`config.mk`:
```
export PLATFORM = sky130hd
export DESIGN_NAME = smv_back_flat
export DESIGN_NICKNAME = d
export VERILOG_FILES = /design/src/csr_sparse_matrix_vector_multiply_assert.svh /design/src/smv_pkg.sv /design/src/smv_out_if.sv /design/src/smv_back.sv /design/src/flat_wrapper.sv
export SDC_FILE = /design/constraint.sdc
export NUM_CORES = 2
export LEC_CHECK = 0
export ABC_CLOCK_PERIOD_IN_PS = 8500
export BUFFER_PORTS_ARGS = -buffer_cell sky130_fd_sc_hd__buf_2
export CAP_MARGIN = 25
export CORE_ASPECT_RATIO = 1.4
export CORE_UTILIZATION = 60
export CTS_BUF_LIST = sky130_fd_sc_hd__clkbuf_4 sky130_fd_sc_hd__clkbuf_8
export CTS_CLUSTER_SIZE = 25
export DETAILED_ROUTE_END_ITERATION = 10
export HOLD_SLACK_MARGIN = 0.03
export PLACE_DENSITY = 0.75
export SLEW_MARGIN = 15
export SYNTH_ARGS = -nofsm -noshare
export SYNTH_HDL_FRONTEND = slang
export SYNTH_SLANG_ARGS = --single-unit
```
`constraint.sdc`:
```
create_clock -name clk -period 8.5 [get_ports clk]
set_input_delay 0.425 -clock clk [delete_from_list [all_inputs] [get_ports clk]]
set_output_delay 0.425 -clock clk [all_outputs]
set_load 0.005 [all_outputs]
```
`src/csr_sparse_matrix_vector_multiply_assert.svh`:
```
// assertion macros used by the top-level file to check timing properties
`ifndef CSR_SPARSE_MATRIX_VECTOR_MULTIPLY_ASSERT_SVH
`define CSR_SPARSE_MATRIX_VECTOR_MULTIPLY_ASSERT_SVH

// same-cycle implication, checked outside reset
`define SMV_ASSERT_NOW(label, clk, rst_n, ante, cons) \
    label: assert property (@(posedge clk) disable iff (!rst_n) (ante) |-> (cons)) \
        else $error("smv same-cycle check failed");

// next-cycle implication, checked outside reset
`define SMV_ASSERT_NEXT(label, clk, rst_n, ante, cons) \
    label: assert property (@(posedge clk) disable iff (!rst_n) (ante) |=> (cons)) \
        else $error("smv next-cycle check failed");

`endif

```
`src/smv_pkg.sv`:
```
package smv_pkg;

    // fixed field widths
    localparam int COL_W      = 10;
    localparam int ROW_IDX_W  = 10;
    localparam int VAL_W      = 32;
    localparam int ACC_W      = 48;
    localparam int PROD_W     = 2 * VAL_W;
    localparam int FRAC_W     = 16;
    localparam int IDX_EXT_W  = 17;

    // defaults for the top-level parameters
    localparam int MAX_COLS_DEF = 1024;
    localparam int MAX_ROWS_DEF = 1024;
    localparam int Q_DEPTH_DEF  = 4;

    // request codes on the input channel
    localparam logic [1:0] REQ_LOAD    = 2'd0;
    localparam logic [1:0] REQ_NONZERO = 2'd1;
    localparam logic [1:0] REQ_EMPTY   = 2'd2;
    localparam logic [1:0] REQ_UNUSED  = 2'd3;

    // operations passed from the front end to the back end
    typedef enum logic [1:0] {
        OP_CLEAR = 2'd0,
        OP_MAC   = 2'd1,
        OP_EMPTY = 2'd2
    } op_t;

    typedef struct packed {
        op_t                     op;
        logic                    last;
        logic signed [VAL_W-1:0] value;
        logic signed [VAL_W-1:0] x;
    } q_word_t;

endpackage

```
`src/smv_out_if.sv`:
```
interface smv_out_if;
    logic                  valid;
    logic                  ready;
    logic [9:0]            row_index;
    logic signed [47:0]    row_sum;

    modport source (output valid, output row_index, output row_sum, input ready);
    modport sink   (input valid, input row_index, input row_sum, output ready);
endinterface

```
`src/smv_back.sv`:
```
module smv_back #(
    parameter int MAX_ROWS = smv_pkg::MAX_ROWS_DEF
) (
    input  logic             clk,
    input  logic             rst_n,
    input  logic             q_empty,
    input  smv_pkg::q_word_t q_rdata,
    output logic             q_pop,
    smv_out_if.source        result
);
    localparam int ROW_W = $clog2(MAX_ROWS);
    localparam int ACC_W = smv_pkg::ACC_W;

    logic signed [smv_pkg::PROD_W-1:0] product;

    logic                     b1_valid_reg, b1_valid_next;
    smv_pkg::op_t             b1_op_reg;
    logic                     b1_last_reg;
    logic signed [ACC_W-1:0]  b1_prod_reg;

    logic signed [ACC_W-1:0]  acc_reg, acc_next;
    logic [ROW_W-1:0]         row_cnt_reg, row_cnt_next;
    logic                     out_valid_reg, out_valid_next;
    logic [smv_pkg::ROW_IDX_W-1:0] out_index_reg;
    logic signed [ACC_W-1:0]  out_sum_reg;

    logic                     emit;
    logic                     consume;
    logic signed [ACC_W:0]    sum_wide;
    logic signed [ACC_W-1:0]  sum_sat;
    logic signed [ACC_W-1:0]  emit_sum;
    logic [ROW_W-1:0]         row_cnt_inc;
    logic [smv_pkg::IDX_EXT_W-1:0] row_cnt_ext;

    // floor to q32.16 is the upper bits of the full product
    assign product = q_rdata.value * q_rdata.x;

    always_comb
    begin
        emit = 1'b0;
        unique case (b1_op_reg)
            smv_pkg::OP_MAC:   emit = b1_last_reg;
            smv_pkg::OP_EMPTY: emit = 1'b1;
            default:           emit = 1'b0;
        endcase
    end

    assign consume = b1_valid_reg && (!emit || !out_valid_reg || result.ready);
    assign q_pop   = !q_empty && (!b1_valid_reg || consume);

    // saturating accumulate
    assign sum_wide = {acc_reg[ACC_W-1], acc_reg} + {b1_prod_reg[ACC_W-1], b1_prod_reg};
    always_comb
    begin
        if (sum_wide[ACC_W] != sum_wide[ACC_W-1])
        begin
            sum_sat = sum_wide[ACC_W] ? {1'b1, {(ACC_W-1){1'b0}}} : {1'b0, {(ACC_W-1){1'b1}}};
        end
        else
        begin
            sum_sat = sum_wide[ACC_W-1:0];
        end
    end

    assign row_cnt_inc = (row_cnt_reg == ROW_W'(MAX_ROWS - 1)) ? '0 : row_cnt_reg + 1'b1;
    assign row_cnt_ext = smv_pkg::IDX_EXT_W'(row_cnt_reg);

    always_comb
    begin
        acc_next     = acc_reg;
        row_cnt_next = row_cnt_reg;
        emit_sum     = '0;
        if (consume)
        begin
            unique case (b1_op_reg)
                smv_pkg::OP_CLEAR:
                begin
                    acc_next     = '0;
                    row_cnt_next = '0;
                end
                smv_pkg::OP_MAC:
                begin
                    emit_sum = sum_sat;
                    if (b1_last_reg)
                    begin
                        acc_next     = '0;
                        row_cnt_next = row_cnt_inc;
                    end
                    else
                    begin
                        acc_next = sum_sat;
                    end
                end
                smv_pkg::OP_EMPTY:
                begin
                    acc_next     = '0;
                    row_cnt_next = row_cnt_inc;
                end
                default:
                begin
                    acc_next = acc_reg;
                end
            endcase
        end
    end

    always_comb
    begin
        b1_valid_next = b1_valid_reg;
        if (consume)
        begin
            b1_valid_next = 1'b0;
        end
        if (q_pop)
        begin
            b1_valid_next = 1'b1;
        end
        out_valid_next = out_valid_reg;
        if (result.ready)
        begin
            out_valid_next = 1'b0;
        end
        if (consume && emit)
        begin
            out_valid_next = 1'b1;
        end
    end

    always_ff @(posedge clk or negedge rst_n)
    begin
        if (!rst_n)
        begin
            b1_valid_reg  <= 1'b0;
            out_valid_reg <= 1'b0;
            acc_reg       <= '0;
            row_cnt_reg   <= '0;
        end
        else
        begin
            b1_valid_reg  <= b1_valid_next;
            out_valid_reg <= out_valid_next;
            acc_reg       <= acc_next;
            row_cnt_reg   <= row_cnt_next;
        end
    end

    always_ff @(posedge clk)
    begin
        if (q_pop)
        begin
            b1_op_reg   <= q_rdata.op;
            b1_last_reg <= q_rdata.last;
            b1_prod_reg <= product[smv_pkg::PROD_W-1:smv_pkg::FRAC_W];
        end
        if (consume && emit)
        begin
            out_index_reg <= row_cnt_ext[smv_pkg::ROW_IDX_W-1:0];
            out_sum_reg   <= emit_sum;
        end
    end

    assign result.valid     = out_valid_reg;
    assign result.row_index = out_index_reg;
    assign result.row_sum   = out_sum_reg;

endmodule

```
`src/flat_wrapper.sv`:
```
// flat-port wrapper written by rule: the top's interface ports become plain ports
module smv_back_flat 
#(
    parameter int MAX_ROWS = smv_pkg::MAX_ROWS_DEF
)
  (clk, rst_n, q_empty, q_rdata, q_pop, result_valid, result_row_index, result_row_sum, result_ready);
  smv_out_if result_i ();
  input  logic clk;
  input  logic rst_n;
  input  logic q_empty;
  input  smv_pkg::q_word_t q_rdata;
  output logic q_pop;
  output wire logic [$bits(result_i.valid)-1:0] result_valid;
  output wire logic [$bits(result_i.row_index)-1:0] result_row_index;
  output wire logic [$bits(result_i.row_sum)-1:0] result_row_sum;
  input wire logic [$bits(result_i.ready)-1:0] result_ready;
  assign result_valid = result_i.valid;
  assign result_row_index = result_i.row_index;
  assign result_row_sum = result_i.row_sum;
  assign result_i.ready = result_ready;
  smv_back #(.MAX_ROWS(MAX_ROWS)) u_core (.clk(clk), .rst_n(rst_n), .q_empty(q_empty), .q_rdata(q_rdata), .q_pop(q_pop), .result(result_i));
endmodule
```
[Word-level counts from Yosys, hierarchy flattened]
Cells that the tools add are included.
Widths: inputs -> output; s select.
Operators by class
  add/subtract/negate cells: 2
  multipliers: 1
  equal/unequal tests: 5
  multiplexer cells: 12
  reductions and logical operators: 19
Operators by type and width (number)
  $mux 48: 3
  $pmux 48 s2: 1
  $mul 32x32->64: 1
  $add 48x48->49: 1
  $pmux 10 s3: 1
  $mux 10: 2
  $add 10x1->10 const B: 1
  $eq 10x10->1 const B: 1
  $reduce_bool 2->1: 3
  $logic_not 1->1: 4
  $mux 1: 4
  $reduce_and 2->1: 2
  $logic_and 1x1->1: 3
  $logic_or 1x1->1: 3
  $reduce_and 3->1: 1
  $reduce_bool 3->1: 1
  $eq 2x1->1 const B: 1
  $eq 2x2->1 const B: 1
  $logic_not 2->1: 1
  $ne 2x1->1 const B: 1
  $pmux 1 s2: 1
  $reduce_or 2->1: 1
  $ne 1x1->1: 1
Word-level totals
  flip-flop bits (word level): 169
  input bits: 71
  output and inout bits: 60
  word-level logic and storage cells: 48

[Longest topological paths before layout]
  word-level depth: 9
  depth in mapped cells: 29
  depth with buffers taken out: 28

[Least setup slack after synthesis]
Ideal clock, no wire load.
  path type: input to register
  start point: input q_rdata[2] (netlist name)
  end point: register u_core.b1_prod_reg[41] (data pin)
  library setup time: 259 ps
  data arrival time: 7623 ps
  data required time: 8241 ps
  setup slack: 617 ps
  cell stages on the path: 21
  buffers on the path: 1
  path through: clkbuf_1 > nand2_1 > inv_1 > fa_1 > fa_1 > fa_1 > fa_1 > inv_1 > fa_1 > inv_1 > fa_1 > fa_1 > fa_1 > ha_1 > and3_1 > nand4_1 > o41ai_1 > a21oi_1 > o21ai_0 > a41oi_1 > xnor2_1
On the way
  word-level cells in the longest chain between the ends: 1
Ends and longest elaborated chain
  start: declaration: line flat_wrapper.sv:11  | input smv_pkg::q_word_t q_rdata;
  $mul 32x32->64: line smv_back.sv:36  | assign product = q_rdata.value * q_rdata.x;
  named net u_core.product (one bit): line smv_back.sv:14  | logic signed [smv_pkg::PROD_W-1:0] product;
  end signal: assignment: line smv_back.sv:153  | b1_prod_reg <= product[smv_pkg::PROD_W-1:smv_pkg::FRAC_W];
  end: declaration: line smv_back.sv:19  | logic signed [ACC_W-1:0] b1_prod_reg;
The timed path passes the listed nets, and every way through them passes these cells.
A chain may end at the register's enable or synchronous reset.

[Final worst setup path]
  start point: input q_rdata[9] (netlist name)
  end point: register u_core.b1_prod_reg[44] (data pin)
The elaborated chain is that of the path after synthesis.

==> impl_metrics.json <==
{
  "design.core.area_um2": 73000,
  "post_cts_setup_buffer_count": 0,
  "gr_ovfl_total": 0,
  "dp.cells": 5511,
  "starting_utilization_of_the_core_area_pct": 60.8,
  "cpLargestDelayFamily": "adder cells",
  "crit_cells": 23,
  "max_freq_mhz": 125,
  "timing.critical_path.fanout_max": 25,
  "die_outline_area_um2": 75200,
  "syn-cell-area_um2": 44400,
  "route.vias.total": 31900,
  "path_common_cell": "sky130_fd_sc_hd__fa_1",
  "die_y_um": 324,
  "worstHoldPathType": "in -> async",
  "cts_made_buffers": 17,
  "postRouteWirelength_mm": 113,
  "route.detailed.vias_per_inst": 5.74,
  "drt.antenna.violating_nets": 0,
  "grt_max_degree": 61,
  "cell_rows": 117,
  "capturing_element_of_the_worst_setup_path": "u_core.b1_prod_reg[44]",
  "critPathLaunchType": "primary input",
  "drive_above_1_share_pct": 5.84,
  "synth_cell_type_count": 73,
  "synth_area_per_cell_um2": 9.69,
  "place.gp.congestion": 0.933,
  "slew_at_the_pin_closest_to_its_max_slew_limit_ps": 920,
  "timing.rr.start": "u_core.b1_prod_reg[2]",
  "utilization_after_layout_pct": 63.5,
  "largest_stage_delay_on_the_critical_path_ps": 580,
  "worstSkewPairLatency_ps": 490,
  "initialDrtViolationCount": 1676,
  "worst_ep_required_time_ps": 8730,
  "route.detailed.drc": 0,
  "timing.max_slew.rel_slack_pct": 37.9,
  "timing_worst_setup_path_type": "in -> reg",
  "finish.net_count": 5965,
  "root_driver": "sky130_fd_sc_hd__clkbuf_8",
  "fillers": 6073,
  "hold_violations": 0,
  "syn-instance-count": 4583,
  "synth_enable_flop_cells": 109,
  "detailedPlacementHpwl_mm": 95.7,
  "timing.reg2reg.worst_path_depth": 13,
  "port-buffer-count": 130,
  "fin_crit_sh_pct": 94.4,
  "first_global_vias": 35400,
  "groute.usage.overall_pct": 31.9,
  "yosysSeqAreaShare_pct": 10.7,
  "unrepaired_setup_endpoints_after_global_routing": "no",
  "synth_nets": 5969,
  "cts.path.max_buffers": 2,
  "cp-end-kind": "flop",
  "register_bit_total_from_synthesis": 169,
  "layout_commonest_cell": "sky130_fd_sc_hd__fa_1",
  "worst-path-buf-inv": 3,
  "synth_top_flop_cell": "sky130_fd_sc_hd__edfxtp_1",
  "synthArstFlopShare_pct": 35.5,
  "grt_antenna_before_repair": 3,
  "grt_pass1_wl_mm": 183,
  "layout_min_cycle_time_ps": 8020,
  "globalRoute.busiestLayer": "met2",
  "htree_levels": 4,
  "wl_per_cell_um": 20.4,
  "setup_total_negative_slack_ps": 0,
  "crit_path_cell_trace": "buf_2 -> and2_1 -> fa_1 -> fa_1 -> inv_1 -> fa_1 -> fa_1 -> inv_1 -> fa_1 -> fa_1 -> fa_1 -> fa_1 -> ha_1 -> a21o_1 -> a21o_1 -> a221oi_1 -> o221ai_1 -> o211ai_1 -> nand3b_1 -> a21boi_0 -> o21ai_0 -> a21oi_1 -> xnor2_1",
  "grt_util_met3_pct": 2.81,
  "worst_setup_path_startpoint": "q_rdata[9]",
  "setup_viol": 0,
  "detailedRoute.firstPassIterationCount": 5,
  "status": "finished, final reports clean",
  "num_io_pins": 131,
  "cts_sinks": 169,
  "holdWs_ps": 101,
  "crit-reg2reg-capture": "u_core.acc_reg[13]",
  "clk_transition_reported_paths_ps": 90,
  "holdBufCountCts": 0,
  "grt_util_met2_pct": 59.1,
  "maxCapViolCount": 0,
  "synth.yosys.warnings": 0,
  "crit_slowest_cell": "sky130_fd_sc_hd__fa_1",
  "gr-usage-met1_pct": 33.5,
  "timing_max_transition_violations_final": 0,
  "reg2reg_setup_slack_ps": 4300,
  "cts_repair_resize_count": 0,
  "cts_tree": "built",
  "mostFrequentLayoutCells": "sky130_fd_sc_hd__fa_1 (1082), sky130_fd_sc_hd__inv_1 (978), sky130_fd_sc_hd__nand2_1 (611)",
  "syn2layout_area_growth_pct": 4.42,
  "fin_worst_skew_ps": 20.6,
  "worstPathArrival_ps": 8250,
  "final_cells": 5549,
  "chipWidth_um": 232
}
worst reg2reg max path, stage by stage, from the launching register on:
cell and delay (ps):
sky130_fd_sc_hd__edfxtp_1 410, sky130_fd_sc_hd__ha_1 380, sky130_fd_sc_hd__o21ai_1 130, sky130_fd_sc_hd__o211ai_2 140
sky130_fd_sc_hd__nand2_1 190, sky130_fd_sc_hd__o31a_1 370, sky130_fd_sc_hd__o41a_2 520, sky130_fd_sc_hd__o21a_1 250
sky130_fd_sc_hd__o21ai_2 240, sky130_fd_sc_hd__mux2i_4 320, sky130_fd_sc_hd__buf_4 430, sky130_fd_sc_hd__nor2_2 100
sky130_fd_sc_hd__buf_4 280, sky130_fd_sc_hd__a221o_1 330
final cells by class:
cell class / count / area (µm²) / share of cell area [%]
clock buffers: 20 / 263 / 0.566
clock inverters: 12 / 91.3 / 0.197
inverters: 978 / 3670 / 7.91
multi-input cells: 3198 / 35100 / 75.6
well taps: 952 / 1190 / 2.57
flip-flops and latches: 169 / 4770 / 10.3
repair buffers: 215 / 1320 / 2.85
diodes: 5 / 12.5 / 0.0270
stage by stage:
stage | cell area, µm² | worst slack (ps)
2_1_floorplan | 44400 | 617
3_3_place_gp | 46000 | 210
3_5_place_dp | 46000 | 77.2
4_1_cts | 46400 | 581
5_1_grt | 46400 | 64.8
6_report | 46400 | 477
cells in the mapped netlist, types with 60 or more instances:
cell type / n / area, µm²
sky130_fd_sc_hd__fa_1: 1082 / 21700
sky130_fd_sc_hd__nand2_1: 611 / 2290
sky130_fd_sc_hd__a21oi_1: 140 / 701
sky130_fd_sc_hd__nor2_1: 92 / 345
sky130_fd_sc_hd__dfrtp_1: 60 / 1500
sky130_fd_sc_hd__o21ai_0: 62 / 310
sky130_fd_sc_hd__edfxtp_1: 109 / 3270
sky130_fd_sc_hd__xnor2_1: 73 / 639
sky130_fd_sc_hd__ha_1: 233 / 2920
sky130_fd_sc_hd__inv_1: 978 / 3670
sky130_fd_sc_hd__and2_1: 520 / 3250
sky130_fd_sc_hd__clkbuf_1: 218 / 818
logic make-up (layout without fill, tap and decap cells):
| group | after synthesis | after routing | share of synthesized area [%] |
|---|---|---|---|
| other | 0 | 5 | 0 |
| AND/OR/NAND/NOR | 1347 | 1347 | 14.9 |
| buffers and inverters | 1216 | 1225 | 10.4 |
| multiplexers | 3 | 3 | 0.0788 |
| AO/OA/AOI/OAI | 421 | 421 | 6.35 |
| adder cells (fa/ha/maj) | 1315 | 1315 | 55.3 |
| flip-flops | 169 | 169 | 10.7 |
| XOR/XNOR | 112 | 112 | 2.21 |
per-layer routing:
layer	vias up	wire (µm)	part of all wire [%]
met4	0	9670	8.5
met5	-	0	0
met3	466	4170	3.7
met1	16600	37200	33
li1	13700	-	-
met2	1095	62500	55
worst min path at each step:
| stage | from | to | depth (start not counted) | slack [ps] |
|---|---|---|---|---|
| floorplan | rst_n | u_core.acc_reg[0] | 0 | 130 |
| global placement | u_core.acc_reg[47] | u_core.acc_reg[47] | 2 | 500 |
| detailed placement | u_core.acc_reg[47] | u_core.acc_reg[47] | 2 | 480 |
| CTS | q_rdata[64] | u_core.b1_last_reg | 1 | 80 |
| global route | q_rdata[64] | u_core.b1_last_reg | 1 | 90 |
| finish | rst_n | u_core.acc_reg[43] | 2 | 100 |
Power is not shown: default switching activity piles up to over one toggle a cycle in this logic, so the estimate is an artifact.
