===== src/csr_sparse_matrix_vector_multiply_assert.svh =====
// assertion macros used by the top-level file to check timing properties
`ifndef CSR_SPARSE_MATRIX_VECTOR_MULTIPLY_ASSERT_SVH
`define CSR_SPARSE_MATRIX_VECTOR_MULTIPLY_ASSERT_SVH

// same-cycle implication, checked outside reset
`define SMV_ASSERT_NOW(label, clk, rst_n, ante, cons) \
    label: assert property (@(posedge clk) disable iff (!rst_n) (ante) |-> (cons)) \
        else $error("smv same-cycle check failed");

// next-cycle implication, checked outside reset
`define SMV_ASSERT_NEXT(label, clk, rst_n, ante, cons) \
    label: assert property (@(posedge clk) disable iff (!rst_n) (ante) |=> (cons)) \
        else $error("smv next-cycle check failed");

`endif


===== src/smv_pkg.sv =====
package smv_pkg;

    // fixed field widths
    localparam int COL_W      = 10;
    localparam int ROW_IDX_W  = 10;
    localparam int VAL_W      = 32;
    localparam int ACC_W      = 48;
    localparam int PROD_W     = 2 * VAL_W;
    localparam int FRAC_W     = 16;
    localparam int IDX_EXT_W  = 17;

    // defaults for the top-level parameters
    localparam int MAX_COLS_DEF = 1024;
    localparam int MAX_ROWS_DEF = 1024;
    localparam int Q_DEPTH_DEF  = 4;

    // request codes on the input channel
    localparam logic [1:0] REQ_LOAD    = 2'd0;
    localparam logic [1:0] REQ_NONZERO = 2'd1;
    localparam logic [1:0] REQ_EMPTY   = 2'd2;
    localparam logic [1:0] REQ_UNUSED  = 2'd3;

    // operations passed from the front end to the back end
    typedef enum logic [1:0] {
        OP_CLEAR = 2'd0,
        OP_MAC   = 2'd1,
        OP_EMPTY = 2'd2
    } op_t;

    typedef struct packed {
        op_t                     op;
        logic                    last;
        logic signed [VAL_W-1:0] value;
        logic signed [VAL_W-1:0] x;
    } q_word_t;

endpackage


===== src/smv_fifo.sv =====
module smv_fifo #(
    parameter int DEPTH = smv_pkg::Q_DEPTH_DEF
) (
    input  logic             clk,
    input  logic             rst_n,
    input  logic             push,
    input  smv_pkg::q_word_t wdata,
    input  logic             pop,
    output smv_pkg::q_word_t rdata,
    output logic             full,
    output logic             empty
);
    localparam int PTR_W = (DEPTH > 1) ? $clog2(DEPTH) : 1;
    localparam int CNT_W = $clog2(DEPTH + 1);

    smv_pkg::q_word_t  slots [DEPTH];
    logic [PTR_W-1:0]  wr_ptr_reg, wr_ptr_next;
    logic [PTR_W-1:0]  rd_ptr_reg, rd_ptr_next;
    logic [CNT_W-1:0]  count_reg, count_next;

    assign full  = (count_reg == CNT_W'(DEPTH));
    assign empty = (count_reg == '0);
    assign rdata = slots[rd_ptr_reg];

    always_comb
    begin
        wr_ptr_next = wr_ptr_reg;
        rd_ptr_next = rd_ptr_reg;
        count_next  = count_reg;
        if (push)
        begin
            wr_ptr_next = (wr_ptr_reg == PTR_W'(DEPTH - 1)) ? '0 : wr_ptr_reg + 1'b1;
        end
        if (pop)
        begin
            rd_ptr_next = (rd_ptr_reg == PTR_W'(DEPTH - 1)) ? '0 : rd_ptr_reg + 1'b1;
        end
        case ({push, pop})
            2'b10:   count_next = count_reg + 1'b1;
            2'b01:   count_next = count_reg - 1'b1;
            default: count_next = count_reg;
        endcase
    end

    always_ff @(posedge clk or negedge rst_n)
    begin
        if (!rst_n)
        begin
            wr_ptr_reg <= '0;
            rd_ptr_reg <= '0;
            count_reg  <= '0;
        end
        else
        begin
            wr_ptr_reg <= wr_ptr_next;
            rd_ptr_reg <= rd_ptr_next;
            count_reg  <= count_next;
        end
    end

    always_ff @(posedge clk)
    begin
        if (push)
        begin
            slots[wr_ptr_reg] <= wdata;
        end
    end

endmodule


===== config.mk =====
export PLATFORM = sky130hd
export DESIGN_NAME = smv_fifo
export DESIGN_NICKNAME = d
export VERILOG_FILES = /design/src/csr_sparse_matrix_vector_multiply_assert.svh /design/src/smv_pkg.sv /design/src/smv_fifo.sv
export SDC_FILE = /design/constraint.sdc
export NUM_CORES = 1
export LEC_CHECK = 0
export ABC_AREA = 1
export ABC_CLOCK_PERIOD_IN_PS = 3100
export BUFFER_PORTS_ARGS = -buffer_cell sky130_fd_sc_hd__buf_2
export CAP_MARGIN = 10
export CORE_MARGIN = 2
export CORE_UTILIZATION = 42
export DETAILED_ROUTE_END_ITERATION = 16
export MAX_ROUTING_LAYER = met4
export SLEW_MARGIN = 20
export SYNTH_ARGS = -nofsm -noshare
export SYNTH_HDL_FRONTEND = slang
export SYNTH_SLANG_ARGS = --single-unit

===== constraint.sdc =====
create_clock -name clk -period 3.1 [get_ports clk]
set_input_delay 0.775 -clock clk [delete_from_list [all_inputs] [get_ports clk]]
set_output_delay 0.775 -clock clk [all_outputs]
set_load 0.02 [all_outputs]

Word-level counts from Yosys, hierarchy flattened

Memory sizes are Yosys's and may differ from the RTL's.
Cells that the tools add are included.

Bitwise logic cells: 0
Muxes and demuxes: 5
Div/mod/pow operators: 0
Reduce and logical (&&, ||, !) cells: 2
$add $sub $neg: 4
$mul: 0
Equal/unequal tests: 5
$lt $le $gt $ge: 0
Shifts and indexed selects: 0

Operators with widths:

| cell                                                 | count |
|---|---|
| equality test 2 bit (second input constant)          | 3 |
| case mux 3 bit (2 select lines)                      | 1 |
| adder 2 x 1 -> 2 bit (second input constant)         | 2 |
| two-way mux 2 bit                                    | 2 |
| adder 3 x 1 -> 3 bit (second input constant)         | 1 |
| equality test 3 bit (second input constant)          | 1 |
| logical NOT 3 bit                                    | 1 |
| subtractor 3 x 1 -> 3 bit (second input constant)    | 1 |
| equality test 2 x 1 -> 1 bit (second input constant) | 1 |
| two-way mux 1 bit                                    | 2 |
| nonzero test 2 bit                                   | 1 |

Memories: 1
Bits in writable memories: 268
Input port bits: 71
Memory bits (read-only): 0
Output and inout bits: 69
Latch bits: 0
Register bits after elaboration: 7

Memories:

| name  | depth | bits a word | read ports | clocked after memory_dff | wr ports | RTL line       | RTL |
|---|---|---|---|---|---|---|---|
| slots | 4     | 67          | 1          | 0                        | 1        | smv_fifo.sv:16 | `smv_pkg::q_word_t slots [DEPTH];` |

Depth between registers and ports, before layout

Gate-level depths: netlist of run 1.

Depth after elaboration: 2
Gate-level depth with buffers: 10
Mapped depth without buffers: 9

Worst setup path after synthesis of run 1

Ideal clock, no wire load.

Kind: input to register
Start point: input port push
End point: memory slots[0][0] (netlist name), enable pin
Setup time: 0.421 ns
Buffers on the path: 1
Arrival: 2.388 ns
Stages on the path: 3
Path slack: 0.290 ns
Cell sequence: clkbuf_1 -> nand2_1 -> inv_1

Cells in the longest elaborated chain, start to end: 2

RTL lines:

| what                                    | RTL line       | RTL |
|---|---|---|
| from (decl)                             | smv_fifo.sv:6  | `input logic push,` |
| two-way mux 1 bit                       | smv_fifo.sv:63 | `if (push)` |
| two-way mux 1 bit (implied by the code) | smv_fifo.sv:65 | `slots[wr_ptr_reg] <= wdata;` |
| to (decl)                               | smv_fifo.sv:16 |  |

No other way between the ends.

==> results.sh, run 1 <==
export IMPL_clk_path_buf_depth=3
export IMPL_cts_hold_buffers_added=0
export IMPL_drive_above_1_share=0.201
export IMPL_setup_repair_after_global_routing_missed_its_margin="false"
export IMPL_layout_cells_excl_fill=1336
export IMPL_outcome="completed"
export IMPL_power_per_cell_area_nw_per_um2=958
export IMPL_yosysWarningCount=0
export IMPL_postSynthRegisterBits=275
export IMPL_final_period_utilization=0.941
export IMPL_core_area_sq_um=25900
export IMPL_net_count_after_synthesis=914
export IMPL_cts_tree="done"
export IMPL_synthTopCellsByArea="sky130_fd_sc_hd__edfxtp_1, sky130_fd_sc_hd__o211ai_1, sky130_fd_sc_hd__nand2_1"
export IMPL_finalNetCount=1056
export IMPL_yosysTopAreaCell="sky130_fd_sc_hd__edfxtp_1"
export IMPL_place_port_buffers=139
export IMPL_routed_via_density=4.81
export IMPL_start_util=0.424
export IMPL_hold_class="input port to async pin"
export IMPL_clkTransAtPathRegs_ps=60
export IMPL_route_vias_total=6421
export IMPL_worst_setup_path_end_kind="primary output"
export IMPL_dp_hpwl_mm=12.7
export IMPL_mappedNetlistArea_sq_um=11000
export IMPL_wl_per_cell_um=16.2
export IMPL_fin_skew_ps=7.72
export IMPL_slew_headroom=0.440
export IMPL_yosysUniqueCellTypes=19
export IMPL_layout_min_cycle_time_ps=2920
export IMPL_clkSinkCount=275
export IMPL_fin_setup_tns_ps=0
export IMPL_cp_start_kind="flop"
export IMPL_ant_nets=0
export IMPL_die_extent_in_y_um=166
export IMPL_report_final_setup_viol=0
export IMPL_gp_congestion=0.699
export IMPL_worst_ir_drop_vdd_mv=0.614
export IMPL_hold_viol=0
export IMPL_design_portCount=140
export IMPL_crit_path_cell_trace="bufinv_16 -> buf_4 -> nand2_1 -> o211ai_1 -> nand2_1 -> buf_2"
export IMPL_grt_start_max_net_pins=93
export IMPL_h_tree_depth=1
export IMPL_globalRouteOverflowTotal=0
export IMPL_achievable_frequency_mhz=343
export IMPL_route_detailed_drc=0
export IMPL_critical_path_max_stage_delay_ps=420
export IMPL_worst_endpoint_arrival_ps=2140
export IMPL_placed_cells_incl_taps=1282
export IMPL_first_global_vias=6108
export IMPL_post_synth_inst_count=836
export IMPL_largest_register_ffs=268
export IMPL_areaGrowthSynthToFinish_pct=19.5
export IMPL_synth_yosys_seq_area_share=0.748
export IMPL_drt_wl_total_mm=21.7
export IMPL_post_synth_cell_area_avg_sq_um=13.1
export IMPL_critPathMaxFanout=92
export IMPL_p_leak_nw=5.34
export IMPL_grt_antenna_before_repair=3
export IMPL_timing_max_cap_violations=0
export IMPL_critical_path_required_ps=2320
export IMPL_die_w_um=166
export IMPL_cts_buffers=29
export IMPL_worst_skew_pair_late_latency_ps=530
export IMPL_groute_usage_overall=0.161
export IMPL_grt_first_pass_wirelength_mm=34.0
export IMPL_placement_rows=59
export IMPL_crit_path_frequent_cell="sky130_fd_sc_hd__nand2_1"
export IMPL_critical_path_slowest_cell="sky130_fd_sc_hd__bufinv_16"
export IMPL_synth_top_cell_area_share=0.732
export IMPL_die_outline_area_sq_um=27500
export IMPL_criticalPathCategory="flop to primary output"
export IMPL_root_buffer="sky130_fd_sc_hd__clkbuf_16"
export IMPL_drtIter0Drc=415
export IMPL_final_max_slew_violation_count=0
export IMPL_worst_pin_slew_ps=839
export IMPL_dr_pass1_iters=5
-- through the flow --
stage	total power (W)	util	worst slack, ps	hold slack (ps)	instance area (sq um)
5_1_grt	0.0133	0.507	40.4	58.4	13100
2_1_floorplan	0.00776	-	290	463	11000
6_report	0.0126	0.507	182	77.8	13100
4_1_cts	0.0128	0.506	97.9	50.4	13100
3_5_place_dp	0.00921	0.469	681	501	12100
3_3_place_gp	0.00917	0.469	696	496	12100
-- power by group --
| part | total [W] | internal (W) | switching (W) |
|---|---|---|---|
| Combinational | 0.00415 | 0.00131 | 0.00284 |
| Sequential | 0.00491 | 0.00476 | 0.000147 |
| Clock | 0.00352 | 0.00221 | 0.00132 |
-- worst max-delay path: cells and delay by family, from the launching register on --
kind	cells	cell delay (ps)
compound gates	1	80
simple gates	2	190
flops	1	410
buf+inv	3	880
-- synth_stat cells --
master                       n
sky130_fd_sc_hd__buf_2      29
sky130_fd_sc_hd__buf_4       4
sky130_fd_sc_hd__buf_6       3
sky130_fd_sc_hd__clkbuf_1    9
sky130_fd_sc_hd__dfrtp_1     7
sky130_fd_sc_hd__edfxtp_1  268
sky130_fd_sc_hd__fa_1        1
sky130_fd_sc_hd__ha_1        6
sky130_fd_sc_hd__inv_1     147
sky130_fd_sc_hd__inv_2       2
sky130_fd_sc_hd__nand2_1   214
sky130_fd_sc_hd__nand3_1     1
sky130_fd_sc_hd__nand4_1     1
sky130_fd_sc_hd__nor2_1      2
sky130_fd_sc_hd__nor3_1      2
sky130_fd_sc_hd__o211ai_1  134
sky130_fd_sc_hd__o21ai_0     4
sky130_fd_sc_hd__o21ai_1     1
sky130_fd_sc_hd__xnor2_1     1
-- what timing repair did --
action,in CTS,in global routing
setup buffers,0,0
hold endpoints to repair,0,0
resized for setup,0,2
endpoints found under the setup margin,0,2
-- metal layers --
layer | GRT usage | vias to the layer above | wire [um]
met4 | 0.0318 | 0 | 310
met3 | 0.0317 | 29 | 1060
li1 | - | 3203 | -
met5 | - | - | 0
met1 | 0.207 | 3049 | 9680
met2 | 0.268 | 140 | 10600
-- cell type report --
| type | instances | area [sq um] |
|---|---|---|
| tap | 335 | 419 |
| timing repair buffer | 156 | 961 |
| antenna | 3 | 7.51 |
| clock buffer | 38 | 759 |
| multi-input combinational | 367 | 1970 |
| fill | 2221 | 12800 |
| sequential | 275 | 8220 |
| clock inverter | 13 | 210 |
| inverter | 149 | 591 |
-- worst paths after layout --
check / startpoint / depth (start not counted) / to / slack (ps)
worst min-delay path: rst_n / 1 / wr_ptr_reg[1] / 80
worst min register to register: count_reg[2] / 2 / count_reg[2] / 510
min in group clk: wdata[0] / 1 / slots[1][0] / 460
worst max-delay path: rd_ptr_reg[0] / 6 / rdata[20] / 180
worst max register to register: wr_ptr_reg[0] / 4 / slots[3][63] / 1350
max in group asynchronous: rst_n / 1 / rd_ptr_reg[1] / 2850
-- logic make-up after synthesis --
kind of cell    after synthesis  synth area share
compound gates              139            0.0938
simple gates                220            0.0757
xor+xnor                      1          0.000797
fa+ha+maj                     7           0.00865
flops                       275             0.748
buf+inv                     194            0.0730
-- cells in the final DEF, fill, tap and decap left out, drive strengths merged, types with 2 or more instances in the layout --
master and instances:
ha 6, o211ai 134, nor2 2, bufinv 7, nand2 214, o21ai 5
buf 156, dfrtp 7, edfxtp 268, nor3 2, clkinv 11, inv 144
diode 3, clkbuf 38
Note: power is estimated with default switching activity, not from simulation.
==> inputs of run 2 (changes only) <==
--- a/config.mk
+++ b/config.mk
@@ -12,6 +12,7 @@
 export CORE_MARGIN = 2
 export CORE_UTILIZATION = 42
 export DETAILED_ROUTE_END_ITERATION = 16
+export GPL_TIMING_DRIVEN = 0
 export MAX_ROUTING_LAYER = met4
 export SLEW_MARGIN = 20
 export SYNTH_ARGS = -nofsm -noshare
==> results.sh, run 2 (synthesized netlist as in run 1, its figures left out) <==
export IMPL_gp_congestion=0.704
export IMPL_placement_rows=59
export IMPL_ff2ff_path_depth=5
export IMPL_cts_buffers=30
export IMPL_clkSinkCount=275
export IMPL_seqCellArea_sq_um=8220
export IMPL_post_cts_resized=0
export IMPL_dr_pass1_iters=4
export IMPL_setup_repair_after_global_routing_missed_its_margin="false"
export IMPL_cts_tree="done"
export IMPL_worst_pin_slew_ps=681
export IMPL_worst_skew_pair_late_latency_ps=560
export IMPL_globalRouteOverflowTotal=0
export IMPL_layout_common_cells="sky130_fd_sc_hd__edfxtp_1, sky130_fd_sc_hd__nand2_1, sky130_fd_sc_hd__buf_2"
export IMPL_drtIter0Drc=356
export IMPL_cts_hold_buffers_added=0
export IMPL_critical_path_max_stage_delay_ps=460
export IMPL_final_period_utilization=0.947
export IMPL_grt_first_pass_wirelength_mm=35.3
export IMPL_achievable_frequency_mhz=341
export IMPL_whs_ps=43.4
export IMPL_critical_path_required_ps=2320
export IMPL_worst_setup_path_endpoint="rdata[34]"
export IMPL_placed_cells_incl_taps=1313
export IMPL_worst_ir_drop_vdd_mv=0.544
export IMPL_layout_min_cycle_time_ps=2930
export IMPL_ant_nets=0
export IMPL_h_tree_depth=1
export IMPL_route_vias_total=6561
export IMPL_place_port_buffers=138
export IMPL_timing_critical_path_from="rd_ptr_reg[0]"
export IMPL_first_global_vias=6367
export IMPL_die_w_um=166
export IMPL_crit_path_cell_trace="inv_2 -> clkbuf_1 -> nand2_1 -> o211ai_1 -> nand2_1 -> buf_2"
export IMPL_wl_per_cell_um=17.1
export IMPL_crit_path_frequent_cell="sky130_fd_sc_hd__nand2_1"
export IMPL_hold_viol=0
export IMPL_clkTransAtPathRegs_ps=60
export IMPL_cp_start_kind="flop"
export IMPL_die_outline_area_sq_um=27500
export IMPL_groute_usage_overall=0.172
export IMPL_criticalPathCategory="flop to primary output"
export IMPL_critPathMaxFanout=10
export IMPL_hold_class="input port to async pin"
export IMPL_worstReg2RegEnd="slots[0][31]"
export IMPL_fin_skew_ps=16.5
export IMPL_slew_headroom=0.546
export IMPL_p_total_w=0.0127
export IMPL_report_final_setup_viol=0
export IMPL_finalNetCount=1088
export IMPL_dp_hpwl_mm=14.2
export IMPL_worst_endpoint_arrival_ps=2160
export IMPL_largest_register_ffs=268
export IMPL_final_max_slew_violation_count=0
export IMPL_start_util=0.424
export IMPL_worstReg2RegStart="wr_ptr_reg[0]"
export IMPL_layout_filler_cells=2269
export IMPL_timing_max_cap_violations=0
export IMPL_design_portCount=140
export IMPL_clk_path_buf_depth=3
export IMPL_ff2ff_setup_slack_ps=1180
export IMPL_multi_input_area_sq_um=1970
export IMPL_power_per_cell_area_nw_per_um2=964
export IMPL_die_extent_in_y_um=166
export IMPL_critical_path_slowest_cell="sky130_fd_sc_hd__clkbuf_1"
export IMPL_grt_antenna_before_repair=4
export IMPL_outcome="completed"
export IMPL_mostFrequentLayoutCell="sky130_fd_sc_hd__edfxtp_1"
export IMPL_areaGrowthSynthToFinish_pct=20.1
export IMPL_p_leak_nw=5.40
export IMPL_root_buffer="sky130_fd_sc_hd__clkbuf_16"
export IMPL_routed_via_density=4.78
export IMPL_layout_cells_excl_fill=1372
export IMPL_core_area_sq_um=25900
export IMPL_route_detailed_drc=0
export IMPL_drive_above_1_share=0.220
export IMPL_drt_wl_total_mm=23.4
export IMPL_finalCoreUtilization=0.509
export IMPL_worst_setup_path_end_kind="primary output"
export IMPL_grt_start_max_net_pins=45
export IMPL_cts_setup_buffers=0
[run 2: cell count changes in the layout (fill, tap and decap cells not counted), moves of 2 or more]
cell                        change
sky130_fd_sc_hd__buf_2         +28
sky130_fd_sc_hd__buf_12        -10
sky130_fd_sc_hd__clkbuf_1       +5
sky130_fd_sc_hd__inv_4          +4
sky130_fd_sc_hd__buf_16         +3
sky130_fd_sc_hd__buf_6          +3
sky130_fd_sc_hd__bufinv_16      -3
sky130_fd_sc_hd__clkinv_1       +3
sky130_fd_sc_hd__buf_4          -2
[run 2: metrics by stage]
stage / cell area [sq um] / setup slack, ps / setup TNS [ps]
after floorplan: 11000 / 290 / 0
after global placement: 12100 / -943 / -236050
after detailed placement: 12200 / 716 / 0
after CTS: 13200 / 132 / 0
after global routing: 13200 / 50.6 / 0
final: 13200 / 165 / 0
[run 2: worst min-delay path by stage]
stage,cells past startpoint,slack [ps],from,to
floorplan,2,460,count_reg[2],count_reg[2]
global placement,2,480,count_reg[2],count_reg[2]
detailed placement,2,490,count_reg[2],count_reg[2]
CTS,1,30,rst_n,count_reg[2]
global route,1,40,rst_n,count_reg[1]
finish,1,40,rst_n,count_reg[1]
[run 2: layout make-up]
cell class,count,area share
inverters,149,0.0431
multi-input cells,367,0.149
repair buffers,142,0.0601
clock inverters,20,0.0155
well taps,335,0.0318
clock buffers,35,0.0583
diodes,4,0.000758
plain buffers,45,0.0184
flip-flops and latches,275,0.623
[run 2: critical path, delay by kind of cell, from the launching register on]
kind            cells  cell delay (ps)
simple gates        2              220
buf+inv             3              860
flops               1              400
compound gates      1              120
[run 2: layer usage]
| metal | GRT usage | vias up | routed length [um] |
|---|---|---|---|
| met5 | - | - | 0 |
| met4 | 0.0507 | 0 | 559 |
| met3 | 0.0403 | 43 | 1400 |
| met2 | 0.275 | 159 | 11100 |
| met1 | 0.220 | 3088 | 10300 |
| li1 | - | 3271 | - |
[run 2: power breakdown]
| part | internal (W) | leakage (nW) | switching (W) | total [W] |
|---|---|---|---|---|
| logic | 0.00130 | 2.38 | 0.00304 | 0.00434 |
| clock network | 0.00210 | 0.478 | 0.00137 | 0.00347 |
| registers | 0.00476 | 2.55 | 0.000144 | 0.00491 |
==> inputs of run 3 (changes only) <==
--- a/config.mk
+++ b/config.mk
@@ -9,11 +9,12 @@
 export ABC_CLOCK_PERIOD_IN_PS = 3100
 export BUFFER_PORTS_ARGS = -buffer_cell sky130_fd_sc_hd__buf_2
 export CAP_MARGIN = 10
-export CORE_MARGIN = 2
+export CORE_MARGIN = 4
 export CORE_UTILIZATION = 42
 export DETAILED_ROUTE_END_ITERATION = 16
 export GPL_TIMING_DRIVEN = 0
 export MAX_ROUTING_LAYER = met4
+export SETUP_SLACK_MARGIN = 0.2
 export SLEW_MARGIN = 20
 export SYNTH_ARGS = -nofsm -noshare
 export SYNTH_HDL_FRONTEND = slang
==> results.sh, run 3 (synthesized netlist as in run 1, its figures left out) <==
export IMPL_critical_path_required_ps=2320
export IMPL_crit_path_frequent_cell="sky130_fd_sc_hd__buf_2"
export IMPL_core_area_sq_um=25500
export IMPL_placement_rows=58
export IMPL_drtIter0Drc=307
export IMPL_drive_above_1_share=0.225
export IMPL_fin_skew_ps=6.04
export IMPL_power_internal_w=0.00816
export IMPL_globalRouteOverflowTotal=0
export IMPL_worstReg2RegStart="wr_ptr_reg[0]"
export IMPL_critical_path_max_stage_delay_ps=380
export IMPL_mostFrequentLayoutCell="sky130_fd_sc_hd__edfxtp_1"
export IMPL_cts_setup_buffers=0
export IMPL_areaGrowthSynthToFinish_pct=20.3
export IMPL_design_portCount=140
export IMPL_largest_delay_contributor_family_on_the_critical_path="buffers and inverters"
export IMPL_groute_usage_overall=0.168
export IMPL_place_area_sq_um=12200
export IMPL_die_w_um=170
export IMPL_grt_first_pass_wirelength_mm=36.6
export IMPL_critical_path_buf_inv_count=5
export IMPL_clkTransAtPathRegs_ps=60
export IMPL_h_tree_depth=1
export IMPL_clkSinkCount=275
export IMPL_worst_skew_pair_late_latency_ps=540
export IMPL_p_total_w=0.0127
export IMPL_crit_path_cell_trace="buf_2 -> inv_2 -> buf_6 -> buf_4 -> o211ai_1 -> nand2_1 -> buf_2"
export IMPL_post_route_cell_area_sq_um=13200
export IMPL_cts_tree="done"
export IMPL_dp_hpwl_mm=14.5
export IMPL_worstReg2RegEnd="slots[0][22]"
export IMPL_dr_pass1_iters=5
export IMPL_hold_viol=0
export IMPL_route_detailed_drc=0
export IMPL_ant_nets=0
export IMPL_die_extent_in_y_um=170
export IMPL_drt_wl_total_mm=23.9
export IMPL_place_port_buffers=138
export IMPL_worst_setup_path_end_kind="primary output"
export IMPL_final_max_slew_violation_count=0
export IMPL_criticalPathCategory="flop to primary output"
export IMPL_cp_start_kind="flop"
export IMPL_setup_repair_after_global_routing_missed_its_margin="true"
export IMPL_root_buffer="sky130_fd_sc_hd__clkbuf_16"
export IMPL_first_global_vias=6597
export IMPL_slew_headroom=0.639
export IMPL_grt_antenna_before_repair=6
export IMPL_route_vias_total=6598
export IMPL_start_util=0.432
export IMPL_power_switching_fraction=0.357
export IMPL_worst_ir_drop_vdd_mv=0.583
export IMPL_grt_start_max_net_pins=42
export IMPL_layout_min_cycle_time_ps=2770
export IMPL_power_share_combinational=0.347
export IMPL_clock_power_share=0.266
export IMPL_worst_endpoint_arrival_ps=1990
export IMPL_whs_ps=67.2
export IMPL_outcome="completed"
export IMPL_report_final_setup_viol=0
export IMPL_ff2ff_path_depth=5
export IMPL_cts_buffers=30
export IMPL_timing_max_cap_violations=0
export IMPL_worst_pin_slew_ps=541
export IMPL_clk_path_buf_depth=3
export IMPL_ff2ff_setup_slack_ps=1260
export IMPL_gp_congestion=0.727
export IMPL_p_switching_w=0.00453
export IMPL_hold_class="input port to async pin"
export IMPL_finalNetCount=1088
export IMPL_largest_register_ffs=268
export IMPL_routed_via_density=4.82
export IMPL_cts_hold_buffers_added=0
export IMPL_critPathMaxFanout=10
export IMPL_wl_per_cell_um=17.4
export IMPL_die_outline_area_sq_um=28800
export IMPL_power_per_cell_area_nw_per_um2=959
export IMPL_achievable_frequency_mhz=361
export IMPL_p_leak_nw=5.42
export IMPL_power_sequential_fraction=0.387
export IMPL_final_period_utilization=0.893
export IMPL_critical_path_slowest_cell="sky130_fd_sc_hd__dfrtp_1"
export IMPL_post_cts_resized=3
export IMPL_layout_common_cells="sky130_fd_sc_hd__edfxtp_1, sky130_fd_sc_hd__nand2_1, sky130_fd_sc_hd__buf_2"
## run 3: changes by cell type in the layout (fill, tap and decap cells not counted), moves of 2 or more
cell,change
sky130_fd_sc_hd__clkinv_2,-4
sky130_fd_sc_hd__clkbuf_8,+3
sky130_fd_sc_hd__buf_4,+4
sky130_fd_sc_hd__bufinv_16,-2
sky130_fd_sc_hd__diode_2,+3
sky130_fd_sc_hd__clkbuf_2,+8
sky130_fd_sc_hd__buf_2,-10
sky130_fd_sc_hd__clkbuf_1,-6
sky130_fd_sc_hd__clkbuf_4,+5
## run 3: worst register-to-register path, stage by stage (launching register included)
cell and delay, ps:
sky130_fd_sc_hd__dfrtp_1 410, sky130_fd_sc_hd__inv_1 120, sky130_fd_sc_hd__ha_1 150, sky130_fd_sc_hd__nand2_1 80
sky130_fd_sc_hd__inv_4 420, sky130_fd_sc_hd__buf_12 320
## run 3: through the flow
step | std cells | util | setup slack (ps) | setup TNS, ps
after floorplan | 836 | - | 290 | 0
after global placement | 1304 | 0.475 | -935 | -240380
after detailed placement | 1308 | 0.479 | 722 | 0
after CTS | 1363 | 0.517 | 208 | 0
after global routing | 1369 | 0.519 | 192 | 0
final | 1370 | 0.519 | 333 | 0
## run 3: metal layers
metal,vias up,routed length [um],GRT usage
met5,-,0,-
met4,0,507,0.0392
met3,42,1540,0.0417
met2,165,11700,0.280
met1,3120,10100,0.210
li1,3271,-,-
## run 3: cell type report
type	instances	area, sq um
Clock inverter	14	113
Fill cell	2200	12200
Tap cell	330	413
Clock buffer	41	843
Antenna cell	7	17.5
Sequential cell	275	8220
Buffer	45	282
Timing Repair Buffer	142	793
Inverter	149	572
Multi-Input combinational cell	367	1970
## run 3: power by group through the flow
stage | clock (W) | combinational [W] | sequential [W]
floorplan | 0 | 0.00278 | 0.00499
global placement | 0 | 0.00432 | 0.00504
detailed placement | 0 | 0.00445 | 0.00498
CTS | 0.00346 | 0.00447 | 0.00491
global route | 0.00364 | 0.00487 | 0.00495
finish | 0.00338 | 0.00440 | 0.00491
## run 3: worst max path at each step
stage / startpoint / end / cells past startpoint
after floorplan: push / slots[0][0] / 3
after global placement: push / slots[2][31] / 3
after detailed placement: rd_ptr_reg[0] / rdata[63] / 7
after CTS: rd_ptr_reg[0] / rdata[8] / 6
after global routing: rd_ptr_reg[0] / rdata[63] / 7
final: rd_ptr_reg[1] / rdata[55] / 7
